<file path="config.mk">
export PLATFORM = sky130hd
export DESIGN_NAME = probed_pulse_width_meter_top_flat
export DESIGN_NICKNAME = d
export VERILOG_FILES = /design/src/rtl/ppwm_pkg.sv /design/src/rtl/ppwm_req_if.sv /design/src/rtl/ppwm_rsp_if.sv /design/src/rtl/ppwm_front.sv /design/src/rtl/ppwm_back.sv /design/src/rtl/probed_pulse_width_meter_top.sv /design/src/flat_wrapper.sv
export SDC_FILE = /design/constraint.sdc
export NUM_CORES = 2
export LEC_CHECK = 0
export ABC_AREA = 1
export BUFFER_PORTS_ARGS = -buffer_cell sky130_fd_sc_hd__buf_4
export CAP_MARGIN = 20
export CORE_MARGIN = 2
export CORE_UTILIZATION = 35
export CTS_BUF_LIST = sky130_fd_sc_hd__clkbuf_16
export DETAILED_ROUTE_END_ITERATION = 8
export PLACE_DENSITY = 0.61
export SLEW_MARGIN = 20
export SYNTH_ARGS = -nofsm -noshare
export SYNTH_HDL_FRONTEND = slang
export SYNTH_SLANG_ARGS = --single-unit
</file>
<file path="constraint.sdc">
create_clock -name clock -period 3.9 [get_ports clock]
set_input_delay 0.585 -clock clock [delete_from_list [all_inputs] [get_ports clock]]
set_output_delay 0.585 -clock clock [all_outputs]
set_load 0.1 [all_outputs]
</file>
<file path="src/rtl/ppwm_pkg.sv">
// Shared types and constants for the probed pulse width meter.
// No dependencies; used by the interfaces and every module of the block.
package ppwm_pkg;

   localparam int CMD_W    = 3;
   localparam int PORT_W   = 2;
   localparam int BIT_W    = 3;
   localparam int CHIDX_W  = 2;
   localparam int SNAP_W   = 32;
   localparam int TICKS_W  = 32;
   localparam int MASK_W   = 4;

   // command codes on the request channel
   localparam logic [CMD_W-1:0] CMD_SAMPLE = 3'd0;
   localparam logic [CMD_W-1:0] CMD_SET    = 3'd1;
   localparam logic [CMD_W-1:0] CMD_DELETE = 3'd2;
   localparam logic [CMD_W-1:0] CMD_FIND   = 3'd3;
   localparam logic [CMD_W-1:0] CMD_READ   = 3'd4;

   // decoded operation kinds carried through the queue
   localparam logic [2:0] KIND_NOP    = 3'd0;
   localparam logic [2:0] KIND_SAMPLE = 3'd1;
   localparam logic [2:0] KIND_SET    = 3'd2;
   localparam logic [2:0] KIND_DELETE = 3'd3;
   localparam logic [2:0] KIND_FIND   = 3'd4;
   localparam logic [2:0] KIND_READ   = 3'd5;

   typedef struct packed {
      logic [2:0]         kind;
      logic               arg_ok;   // port in range for set, channel in range for read
      logic [PORT_W-1:0]  port_index;
      logic [BIT_W-1:0]   bit_index;
      logic [CHIDX_W-1:0] channel_index;
      logic [SNAP_W-1:0]  port_snapshot;
   } op_type;

   typedef struct packed {
      logic   valid;
      op_type op;
   } queue_head_type;

endpackage

</file>
<file path="src/rtl/ppwm_req_if.sv">
// Request channel of the pulse width meter: valid/ready plus command payload.
// Depends on ppwm_pkg.
interface ppwm_req_if;
   logic                          valid;
   logic                          ready;
   logic [ppwm_pkg::CMD_W-1:0]    command;
   logic [ppwm_pkg::PORT_W-1:0]   port_index;
   logic [ppwm_pkg::BIT_W-1:0]    bit_index;
   logic [ppwm_pkg::CHIDX_W-1:0]  channel_index;
   logic [ppwm_pkg::SNAP_W-1:0]   port_snapshot;

   modport source (output valid, command, port_index, bit_index, channel_index,
                   port_snapshot, input ready);
   modport sink (input valid, command, port_index, bit_index, channel_index,
                 port_snapshot, output ready);
endinterface

</file>
<file path="src/rtl/ppwm_rsp_if.sv">
// Response channel of the pulse width meter: valid/ready plus result payload.
// Depends on ppwm_pkg.
interface ppwm_rsp_if;
   logic                          valid;
   logic                          ready;
   logic                          ok;
   logic [ppwm_pkg::CHIDX_W-1:0]  channel;
   logic [ppwm_pkg::TICKS_W-1:0]  high_ticks;
   logic [ppwm_pkg::TICKS_W-1:0]  low_ticks;
   logic [ppwm_pkg::MASK_W-1:0]   rise_mask;
   logic [ppwm_pkg::MASK_W-1:0]   fall_mask;

   modport source (output valid, ok, channel, high_ticks, low_ticks, rise_mask,
                   fall_mask, input ready);
   modport sink (input valid, ok, channel, high_ticks, low_ticks, rise_mask,
                 fall_mask, output ready);
endinterface

</file>
<file path="src/rtl/ppwm_front.sv">
// Front end: accepts requests, decodes them and holds them in a two-entry queue.
// Depends on ppwm_pkg and ppwm_req_if.
module ppwm_front #(
   parameter int CHANNELS = 4,
   parameter int PORTS    = 4
) (
   input  logic                     clock,
   input  logic                     reset,
   ppwm_req_if.sink                 req_ch,
   output ppwm_pkg::queue_head_type head,
   input  logic                     pop
);

   ppwm_pkg::op_type entry_ff [2];
   ppwm_pkg::op_type entry_in [2];
   logic             wr_ptr_ff, wr_ptr_in;
   logic             rd_ptr_ff, rd_ptr_in;
   logic [1:0]       count_ff, count_in;
   ppwm_pkg::op_type decoded;
   logic             push;

   always_comb begin
      decoded.port_index    = req_ch.port_index;
      decoded.bit_index     = req_ch.bit_index;
      decoded.channel_index = req_ch.channel_index;
      decoded.port_snapshot = req_ch.port_snapshot;
      decoded.arg_ok        = 1'b0;
      case (req_ch.command)
         ppwm_pkg::CMD_SAMPLE: begin
            decoded.kind = ppwm_pkg::KIND_SAMPLE;
         end
         ppwm_pkg::CMD_SET: begin
            decoded.kind   = ppwm_pkg::KIND_SET;
            decoded.arg_ok = (32'(req_ch.port_index) < PORTS);
         end
         ppwm_pkg::CMD_DELETE: begin
            decoded.kind = ppwm_pkg::KIND_DELETE;
         end
         ppwm_pkg::CMD_FIND: begin
            decoded.kind = ppwm_pkg::KIND_FIND;
         end
         ppwm_pkg::CMD_READ: begin
            decoded.kind   = ppwm_pkg::KIND_READ;
            decoded.arg_ok = (32'(req_ch.channel_index) < CHANNELS);
         end
         default: begin
            decoded.kind = ppwm_pkg::KIND_NOP;
         end
      endcase
   end

   assign req_ch.ready = (count_ff != 2'd2);
   assign push         = req_ch.valid && req_ch.ready;

   assign head.valid = (count_ff != 2'd0);
   assign head.op    = entry_ff[rd_ptr_ff];

   always_comb begin
      entry_in  = entry_ff;
      wr_ptr_in = wr_ptr_ff;
      rd_ptr_in = rd_ptr_ff;
      count_in  = count_ff;
      if (push) begin
         entry_in[wr_ptr_ff] = decoded;
         wr_ptr_in           = ~wr_ptr_ff;
      end
      if (pop) begin
         rd_ptr_in = ~rd_ptr_ff;
      end
      if (push && !pop) begin
         count_in = count_ff + 2'd1;
      end else if (pop && !push) begin
         count_in = count_ff - 2'd1;
      end
   end

   always_ff @(posedge clock) begin
      entry_ff <= entry_in;
      if (reset) begin
         wr_ptr_ff <= 1'b0;
         rd_ptr_ff <= 1'b0;
         count_ff  <= 2'd0;
      end else begin
         wr_ptr_ff <= wr_ptr_in;
         rd_ptr_ff <= rd_ptr_in;
         count_ff  <= count_in;
      end
   end

endmodule

</file>
<file path="src/rtl/ppwm_back.sv">
// Back end: probe table, per-channel edge timers and the registered response.
// Depends on ppwm_pkg and ppwm_rsp_if.
module ppwm_back #(
   parameter int CHANNELS    = 4,
   parameter int COUNT_WIDTH = 32
) (
   input  logic                     clock,
   input  logic                     reset,
   input  ppwm_pkg::queue_head_type head,
   output logic                     pop,
   ppwm_rsp_if.source               rsp_ch
);

   localparam int CH_W = (CHANNELS > 1) ? $clog2(CHANNELS) : 1;
   localparam logic [COUNT_WIDTH-1:0] COUNT_MAX = '1;

   logic                          used_ff  [CHANNELS];
   logic                          used_in  [CHANNELS];
   logic [ppwm_pkg::PORT_W-1:0]   port_ff  [CHANNELS];
   logic [ppwm_pkg::PORT_W-1:0]   port_in  [CHANNELS];
   logic [ppwm_pkg::BIT_W-1:0]    bit_ff   [CHANNELS];
   logic [ppwm_pkg::BIT_W-1:0]    bit_in   [CHANNELS];
   logic                          level_ff [CHANNELS];
   logic                          level_in [CHANNELS];
   logic [COUNT_WIDTH-1:0]        count_ff [CHANNELS];
   logic [COUNT_WIDTH-1:0]        count_in [CHANNELS];
   logic [COUNT_WIDTH-1:0]        high_ff  [CHANNELS];
   logic [COUNT_WIDTH-1:0]        high_in  [CHANNELS];
   logic [COUNT_WIDTH-1:0]        low_ff   [CHANNELS];
   logic [COUNT_WIDTH-1:0]        low_in   [CHANNELS];

   logic [COUNT_WIDTH-1:0]        elapsed  [CHANNELS];
   logic [CHANNELS-1:0]           lvl_now;
   logic [CHANNELS-1:0]           hit;
   logic [CHANNELS-1:0]           rise;
   logic [CHANNELS-1:0]           fall;
   logic [CH_W-1:0]               hit_idx;
   logic [CH_W-1:0]               free_idx;
   logic                          hit_any;
   logic                          free_any;
   logic [CH_W+1:0]               read_ext;
   logic [CH_W-1:0]               read_idx;

   logic                          res_ok;
   logic [CH_W-1:0]               res_chan;
   logic [COUNT_WIDTH-1:0]        res_high;
   logic [COUNT_WIDTH-1:0]        res_low;
   logic [CH_W+1:0]               res_chan_ext;
   logic [COUNT_WIDTH+ppwm_pkg::TICKS_W-1:0] res_high_ext;
   logic [COUNT_WIDTH+ppwm_pkg::TICKS_W-1:0] res_low_ext;
   logic [CHANNELS+ppwm_pkg::MASK_W-1:0]     rise_ext;
   logic [CHANNELS+ppwm_pkg::MASK_W-1:0]     fall_ext;

   logic                             rsp_valid_ff, rsp_valid_in;
   logic                             ok_ff;
   logic [ppwm_pkg::CHIDX_W-1:0]     channel_ff;
   logic [ppwm_pkg::TICKS_W-1:0]     high_ticks_ff;
   logic [ppwm_pkg::TICKS_W-1:0]     low_ticks_ff;
   logic [ppwm_pkg::MASK_W-1:0]      rise_mask_ff;
   logic [ppwm_pkg::MASK_W-1:0]      fall_mask_ff;

   assign pop = head.valid && (!rsp_valid_ff || rsp_ch.ready);

   // per-channel level, saturated tick count and probe match
   always_comb begin
      for (int c = 0; c < CHANNELS; c++) begin
         lvl_now[c] = head.op.port_snapshot[{port_ff[c], bit_ff[c]}];
         elapsed[c] = (count_ff[c] == COUNT_MAX) ? COUNT_MAX : count_ff[c] + 1'b1;
         hit[c]     = used_ff[c] && (port_ff[c] == head.op.port_index)
                      && (bit_ff[c] == head.op.bit_index);
         rise[c]    = used_ff[c] && lvl_now[c] && !level_ff[c];
         fall[c]    = used_ff[c] && !lvl_now[c] && level_ff[c];
      end
   end

   // lowest matching and lowest free channel
   always_comb begin
      hit_idx  = '0;
      free_idx = '0;
      for (int c = CHANNELS - 1; c >= 0; c--) begin
         if (hit[c]) begin
            hit_idx = CH_W'(c);
         end
         if (!used_ff[c]) begin
            free_idx = CH_W'(c);
         end
      end
      hit_any  = |hit;
      free_any = 1'b0;
      for (int c = 0; c < CHANNELS; c++) begin
         free_any = free_any | !used_ff[c];
      end
   end

   assign read_ext = {{CH_W{1'b0}}, head.op.channel_index};
   assign read_idx = read_ext[CH_W-1:0];

   always_comb begin
      used_in  = used_ff;
      port_in  = port_ff;
      bit_in   = bit_ff;
      level_in = level_ff;
      count_in = count_ff;
      high_in  = high_ff;
      low_in   = low_ff;
      res_ok   = 1'b0;
      res_chan = '0;
      res_high = '0;
      res_low  = '0;
      case (head.op.kind)
         ppwm_pkg::KIND_SAMPLE: begin
            res_ok = 1'b1;
            for (int c = 0; c < CHANNELS; c++) begin
               if (used_ff[c]) begin
                  level_in[c] = lvl_now[c];
                  if (rise[c]) begin
                     low_in[c]   = elapsed[c];
                     count_in[c] = '0;
                  end else if (fall[c]) begin
                     high_in[c]  = elapsed[c];
                     count_in[c] = '0;
                  end else begin
                     count_in[c] = elapsed[c];
                  end
               end
            end
         end
         ppwm_pkg::KIND_SET: begin
            if (head.op.arg_ok && !hit_any && free_any) begin
               used_in[free_idx]  = 1'b1;
               port_in[free_idx]  = head.op.port_index;
               bit_in[free_idx]   = head.op.bit_index;
               level_in[free_idx] = 1'b0;
               count_in[free_idx] = '0;
               high_in[free_idx]  = '0;
               low_in[free_idx]   = '0;
               res_ok             = 1'b1;
               res_chan           = free_idx;
            end
         end
         ppwm_pkg::KIND_DELETE: begin
            if (hit_any) begin
               used_in[hit_idx] = 1'b0;
               res_ok           = 1'b1;
               res_chan         = hit_idx;
            end
         end
         ppwm_pkg::KIND_FIND: begin
            if (hit_any) begin
               res_ok   = 1'b1;
               res_chan = hit_idx;
            end
         end
         ppwm_pkg::KIND_READ: begin
            if (head.op.arg_ok) begin
               res_ok   = 1'b1;
               res_chan = read_idx;
               res_high = high_ff[read_idx];
               res_low  = low_ff[read_idx];
            end
         end
         default: begin
         end
      endcase
   end

   assign res_chan_ext = {2'b00, res_chan};
   assign res_high_ext = {{ppwm_pkg::TICKS_W{1'b0}}, res_high};
   assign res_low_ext  = {{ppwm_pkg::TICKS_W{1'b0}}, res_low};
   assign rise_ext     = {{ppwm_pkg::MASK_W{1'b0}},
                          (head.op.kind == ppwm_pkg::KIND_SAMPLE) ? rise : {CHANNELS{1'b0}}};
   assign fall_ext     = {{ppwm_pkg::MASK_W{1'b0}},
                          (head.op.kind == ppwm_pkg::KIND_SAMPLE) ? fall : {CHANNELS{1'b0}}};

   assign rsp_valid_in = pop || (rsp_valid_ff && !rsp_ch.ready);

   always_ff @(posedge clock) begin
      if (reset) begin
         for (int c = 0; c < CHANNELS; c++) begin
            used_ff[c]  <= 1'b0;
            port_ff[c]  <= '0;
            bit_ff[c]   <= '0;
            level_ff[c] <= 1'b0;
            count_ff[c] <= '0;
            high_ff[c]  <= '0;
            low_ff[c]   <= '0;
         end
         rsp_valid_ff <= 1'b0;
      end else begin
         if (pop) begin
            used_ff  <= used_in;
            port_ff  <= port_in;
            bit_ff   <= bit_in;
            level_ff <= level_in;
            count_ff <= count_in;
            high_ff  <= high_in;
            low_ff   <= low_in;
         end
         rsp_valid_ff <= rsp_valid_in;
      end
   end

   always_ff @(posedge clock) begin
      if (pop) begin
         ok_ff         <= res_ok;
         channel_ff    <= res_chan_ext[ppwm_pkg::CHIDX_W-1:0];
         high_ticks_ff <= res_high_ext[ppwm_pkg::TICKS_W-1:0];
         low_ticks_ff  <= res_low_ext[ppwm_pkg::TICKS_W-1:0];
         rise_mask_ff  <= rise_ext[ppwm_pkg::MASK_W-1:0];
         fall_mask_ff  <= fall_ext[ppwm_pkg::MASK_W-1:0];
      end
   end

   assign rsp_ch.valid      = rsp_valid_ff;
   assign rsp_ch.ok         = ok_ff;
   assign rsp_ch.channel    = channel_ff;
   assign rsp_ch.high_ticks = high_ticks_ff;
   assign rsp_ch.low_ticks  = low_ticks_ff;
   assign rsp_ch.rise_mask  = rise_mask_ff;
   assign rsp_ch.fall_mask  = fall_mask_ff;

endmodule

</file>
<file path="src/rtl/probed_pulse_width_meter_top.sv">
// Multichannel logic probe with per-channel pulse width capture.
// Channels: req_ch (sink) takes one command per transfer: sample tick, set,
// delete or find probe, or read channel. rsp_ch (source) returns exactly one
// result per command, in order.
// A command is decoded into the queue and, once at the queue head, executed;
// its result is registered for rsp_ch. Throughput: one command per clock while
// rsp_ch is not stalled; every command, sample ticks included, is executed by
// the back end against its channel table. A two-entry queue sits between
// request decode and execution, and the response is held in an output
// register, so requests keep flowing while a result waits; if rsp_ch stalls,
// the queue fills and req_ch.ready drops once it holds two entries.
// Reset (synchronous, active high) unbinds all channels and clears levels,
// counts and stored durations; no initialization sweep, the block accepts
// commands as soon as reset is released.
// Depends on ppwm_pkg, ppwm_req_if, ppwm_rsp_if, ppwm_front and ppwm_back.
module probed_pulse_width_meter_top #(
   parameter int CHANNELS    = 4,
   parameter int PORTS       = 4,
   parameter int COUNT_WIDTH = 32
) (
   input logic         clock,
   input logic         reset,
   ppwm_req_if.sink    req_ch,
   ppwm_rsp_if.source  rsp_ch
);

   ppwm_pkg::queue_head_type head;
   logic                     pop;

   ppwm_front #(
      .CHANNELS (CHANNELS),
      .PORTS    (PORTS)
   ) u_front (
      .clock  (clock),
      .reset  (reset),
      .req_ch (req_ch),
      .head   (head),
      .pop    (pop)
   );

   ppwm_back #(
      .CHANNELS    (CHANNELS),
      .COUNT_WIDTH (COUNT_WIDTH)
   ) u_back (
      .clock  (clock),
      .reset  (reset),
      .head   (head),
      .pop    (pop),
      .rsp_ch (rsp_ch)
   );

endmodule

</file>
<file path="src/flat_wrapper.sv">
// flat-port wrapper written by rule: the top's interface ports become plain ports
module probed_pulse_width_meter_top_flat 
#(
   parameter int CHANNELS    = 4,
   parameter int PORTS       = 4,
   parameter int COUNT_WIDTH = 32
)
  (clock, reset, req_ch_valid, req_ch_command, req_ch_port_index, req_ch_bit_index, req_ch_channel_index, req_ch_port_snapshot, req_ch_ready, rsp_ch_valid, rsp_ch_ok, rsp_ch_channel, rsp_ch_high_ticks, rsp_ch_low_ticks, rsp_ch_rise_mask, rsp_ch_fall_mask, rsp_ch_ready);
  ppwm_req_if req_ch_i ();
  ppwm_rsp_if rsp_ch_i ();
  input logic clock;
  input logic reset;
  input wire logic [$bits(req_ch_i.valid)-1:0] req_ch_valid;
  input wire logic [$bits(req_ch_i.command)-1:0] req_ch_command;
  input wire logic [$bits(req_ch_i.port_index)-1:0] req_ch_port_index;
  input wire logic [$bits(req_ch_i.bit_index)-1:0] req_ch_bit_index;
  input wire logic [$bits(req_ch_i.channel_index)-1:0] req_ch_channel_index;
  input wire logic [$bits(req_ch_i.port_snapshot)-1:0] req_ch_port_snapshot;
  output wire logic [$bits(req_ch_i.ready)-1:0] req_ch_ready;
  output wire logic [$bits(rsp_ch_i.valid)-1:0] rsp_ch_valid;
  output wire logic [$bits(rsp_ch_i.ok)-1:0] rsp_ch_ok;
  output wire logic [$bits(rsp_ch_i.channel)-1:0] rsp_ch_channel;
  output wire logic [$bits(rsp_ch_i.high_ticks)-1:0] rsp_ch_high_ticks;
  output wire logic [$bits(rsp_ch_i.low_ticks)-1:0] rsp_ch_low_ticks;
  output wire logic [$bits(rsp_ch_i.rise_mask)-1:0] rsp_ch_rise_mask;
  output wire logic [$bits(rsp_ch_i.fall_mask)-1:0] rsp_ch_fall_mask;
  input wire logic [$bits(rsp_ch_i.ready)-1:0] rsp_ch_ready;
  assign req_ch_i.valid = req_ch_valid;
  assign req_ch_i.command = req_ch_command;
  assign req_ch_i.port_index = req_ch_port_index;
  assign req_ch_i.bit_index = req_ch_bit_index;
  assign req_ch_i.channel_index = req_ch_channel_index;
  assign req_ch_i.port_snapshot = req_ch_port_snapshot;
  assign req_ch_ready = req_ch_i.ready;
  assign rsp_ch_valid = rsp_ch_i.valid;
  assign rsp_ch_ok = rsp_ch_i.ok;
  assign rsp_ch_channel = rsp_ch_i.channel;
  assign rsp_ch_high_ticks = rsp_ch_i.high_ticks;
  assign rsp_ch_low_ticks = rsp_ch_i.low_ticks;
  assign rsp_ch_rise_mask = rsp_ch_i.rise_mask;
  assign rsp_ch_fall_mask = rsp_ch_i.fall_mask;
  assign rsp_ch_i.ready = rsp_ch_ready;
  probed_pulse_width_meter_top #(.CHANNELS(CHANNELS), .PORTS(PORTS), .COUNT_WIDTH(COUNT_WIDTH)) u_core (.clock(clock), .reset(reset), .req_ch(req_ch_i), .rsp_ch(rsp_ch_i));
endmodule
</file>
==> results.md <==
- Relative slew slack: 26.5%
- Routability-driven placement congestion ratio: 0.950
- Max FO, Critical Path: 28
- Die Height: 311 µm
- Register area: 13200 µm²
- Area delta synth->final: 13.1%
- Async S/R FF share, synth: 0%
- Total routed wirelength: 121000 µm
- Pre-Repair DR Iteration Count: 7
- Setup Slack @ Placement: 520 ps
- Startpoint Class: register
- Clk pin slew, worst setup/hold paths: 60 ps
- Critical Path RT: 4430 ps
- CTS buffer count: 69
- Multi-input gate area: 17000 µm²
- Max Freq: 291 MHz
- First-pass GRT wire length: 185000 µm
- Hold bufs inserted after CTS: 0
- Total GRT Usage: 24.1%
- Status: finished, final reports clean
- Fill cells: 9874
- Setup Buffers After CTS: 0
- Reg2reg setup slack: 460 ps
- Min-Delay Path Class: in -> reg
- First-iteration detailed-routing DRC count: 3751
- Clock Tree Buf Depth: 3
- Avg WL per Cell: 19.2 µm
- Kind of critical path: reg -> reg
- GRT Residual Overflow: 0
- # rows: 112
- Core ar.: 93500 µm²
- Avg Cell Area, Syn: 6.60 µm²
- Die area: 96900 µm²
- Tmin final: 3440 ps
- Mapped Nets: 5060
- VDD IR max: 0.416 mV
- Commonest non-fill, non-tap cell in the layout: nand2_1
- Clock Latency Late Sink: 640 ps
- Initial antenna violation count: 1
- Post-DP HPWL: 82500 µm
- Share of cells above drive strength 1: 7.57%
- Sequential area share after synthesis: 39.9%
- Clock Sinks: 578
- Worst Path Arrival: 3970 ps
- Max Slew Vio Count: 0
- Worst setup EP type: register
- Vias: 33974
- Starting Density: 35.3%
- CTS tree: yes
- Final hold violation count: 0
- Post_cts resized: 0
- Static leakage: 14.9 nW
- Period utilization: 88.3%
- H-tree levels: 3
- Most frequent cells in the layout: 1213 x nand2_1, 645 x nor2_1, 620 x nand3_1
- Synthesized flop and latch total: 578
- Number of synthesized flops with an enable pin: 161
- Via-to-Cell Ratio: 5.39
- PD cells: 710 nW/µm²
- Port buffer count: 122
- Yosys cell types: 46
- Die W: 311 µm
- Final WS setup: 458 ps
- Post-synth top flop: dfxtp_1
- Yosys warning total: 0
- Setup TNS: 0 ps
- Root cell of the clock tree: clkbuf_16
- Final setup violation count: 0
- Max cap viols: 0
- Post-route ant nets: 0
- RSZ-0062 raised after global routing: false
- Diodes inserted: 0
- Worst slew pin tran: 1100 ps
- I/O pin count: 123
- Final Skew: 37.9 ps
- Synth Cell Area: 33000 µm²
- Final layout net count: 5041
- Number of global-route vias before repair: 30938
- Post-synthesis cell count: 5009
- Drt drc: 0
- Largest net degree at the start of global routing: 111
==> kinds of logic (layout without fill, tap and decap cells) <==
kind of cell	after synthesis	in the layout	synth area share (%)
simple gates	2717	2717	34.8
flops	578	578	39.9
fa+ha+maj	5	5	0.189
xor+xnor	52	52	1.38
mux	2	2	0.0606
buf+inv	727	762	8.95
compound gates	928	928	14.7
==> registers in the layout (all words and copies together) (netlist names), 2 cells and up <==
signal,flops
u_core.u_back.count_ff,128
u_core.u_back.high_ff,128
u_core.u_back.low_ff,128
u_core.u_front.entry_ff,86
u_core.u_back.rsp_ch.high_ticks,32
u_core.u_back.rsp_ch.low_ticks,32
u_core.u_back.bit_ff,12
u_core.u_back.port_ff,8
u_core.u_back.level_ff,4
u_core.u_back.rsp_ch.fall_mask,4
u_core.u_back.rsp_ch.rise_mask,4
u_core.u_back.used_ff,4
u_core.u_back.rsp_ch.channel,2
u_core.u_front.count_ff,2
==> per-stage QoR <==
step / instances / util, % / hold slack (ps) / power [mW] / cell area, µm²
6_report: 6298 / 40.0 / 127 / 26.5 / 37400
5_1_grt: 6298 / 40.0 / 111 / 27.9 / 37400
4_1_cts: 6298 / 40.0 / 95.2 / 26.5 / 37400
3_5_place_dp: 6173 / 37.5 / 452 / 19.8 / 35100
3_3_place_gp: 6173 / 37.5 / 447 / 19.7 / 35100
2_1_floorplan: 5009 / - / 439 / 16.5 / 33000
==> per-layer routing <==
layer / vias to the layer above / GRT usage, % / share of wire, %
met1: 15867 / 33.7 / 44
met4: 0 / 8.94 / 3.5
met2: 1429 / 37.7 / 45
met5: - / 0 / 0
met3: 214 / 3.41 / 8.0
li1: 16464 / - / -
==> worst paths after layout <==
kind | start | to | cells past startpoint
setup / recovery | u_core.u_front.rd_ptr_ff | u_core.u_back.low_ff[82] | 15
hold / removal | req_ch_port_snapshot[0] | u_core.u_front.entry_ff[43] | 1
setup reg to reg | u_core.u_front.rd_ptr_ff | u_core.u_back.low_ff[82] | 15
hold reg to reg | u_core.u_back.high_ff[23] | u_core.u_back.high_ff[23] | 2
==> area by class of cell <==
type	count	area share [%]
Clock buffer	73	4.89
Clock inverter	52	1.25
Inverter	416	4.21
Multi-Input combinational cell	3704	45.4
Sequential cell	578	35.3
Tap cell	1254	4.20
Timing Repair Buffer	221	4.77
==> cells in the mapped netlist (3+ instances only) <==
cell type,number,area (µm²)
nand2_1,1216,4560
nor2_1,649,2440
nand3_1,620,3100
a21oi_1,449,2250
dfxtp_1,417,8350
inv_1,399,1500
o21ai_0,374,1870
clkbuf_1,174,653
edfxtp_1,161,4830
nor3_1,107,536
buf_2,88,440
nand4_1,51,319
o211ai_1,50,375
xor2_1,42,368
buf_4,25,188
buf_1,19,71.3
o31ai_1,17,128
nand2_2,16,100
or2_2,16,100
nand3b_1,15,113
o21ai_1,13,65.1
o21bai_1,10,75.1
xnor2_1,10,87.6
clkinv_1,9,33.8
inv_2,8,30.0
a31oi_1,7,43.8
ha_1,5,62.6
nor4_1,5,31.3
nor2_2,4,25.0
nor2_4,4,45.0
o22ai_1,4,25.0
buf_6,3,33.8
nor3b_1,3,22.5
==> power by group <==
part / internal [mW] / leakage, nW / switching [mW]
logic: 2.67 / 8.80 / 8.75
registers: 7.55 / 4.93 / 0.855
clock network: 3.92 / 1.18 / 2.78
total: 14.1 / 14.9 / 12.4
==> worst max-delay path: stages, from the launching register on <==
cell     delay (ps)
dfxtp_2         330
inv_2           370
buf_4           320
nand2_1         120
nand2_1         160
nand2_1          70
nand2_1          70
nor2_1           40
nand3_1         150
nand2_1         110
nor2_2          160
nand2_2         130
a21oi_4         400
nand2_2         490
o21ai_0         310
nor2_1           60
No activity file was read; power rests on OpenSTA's default activity.
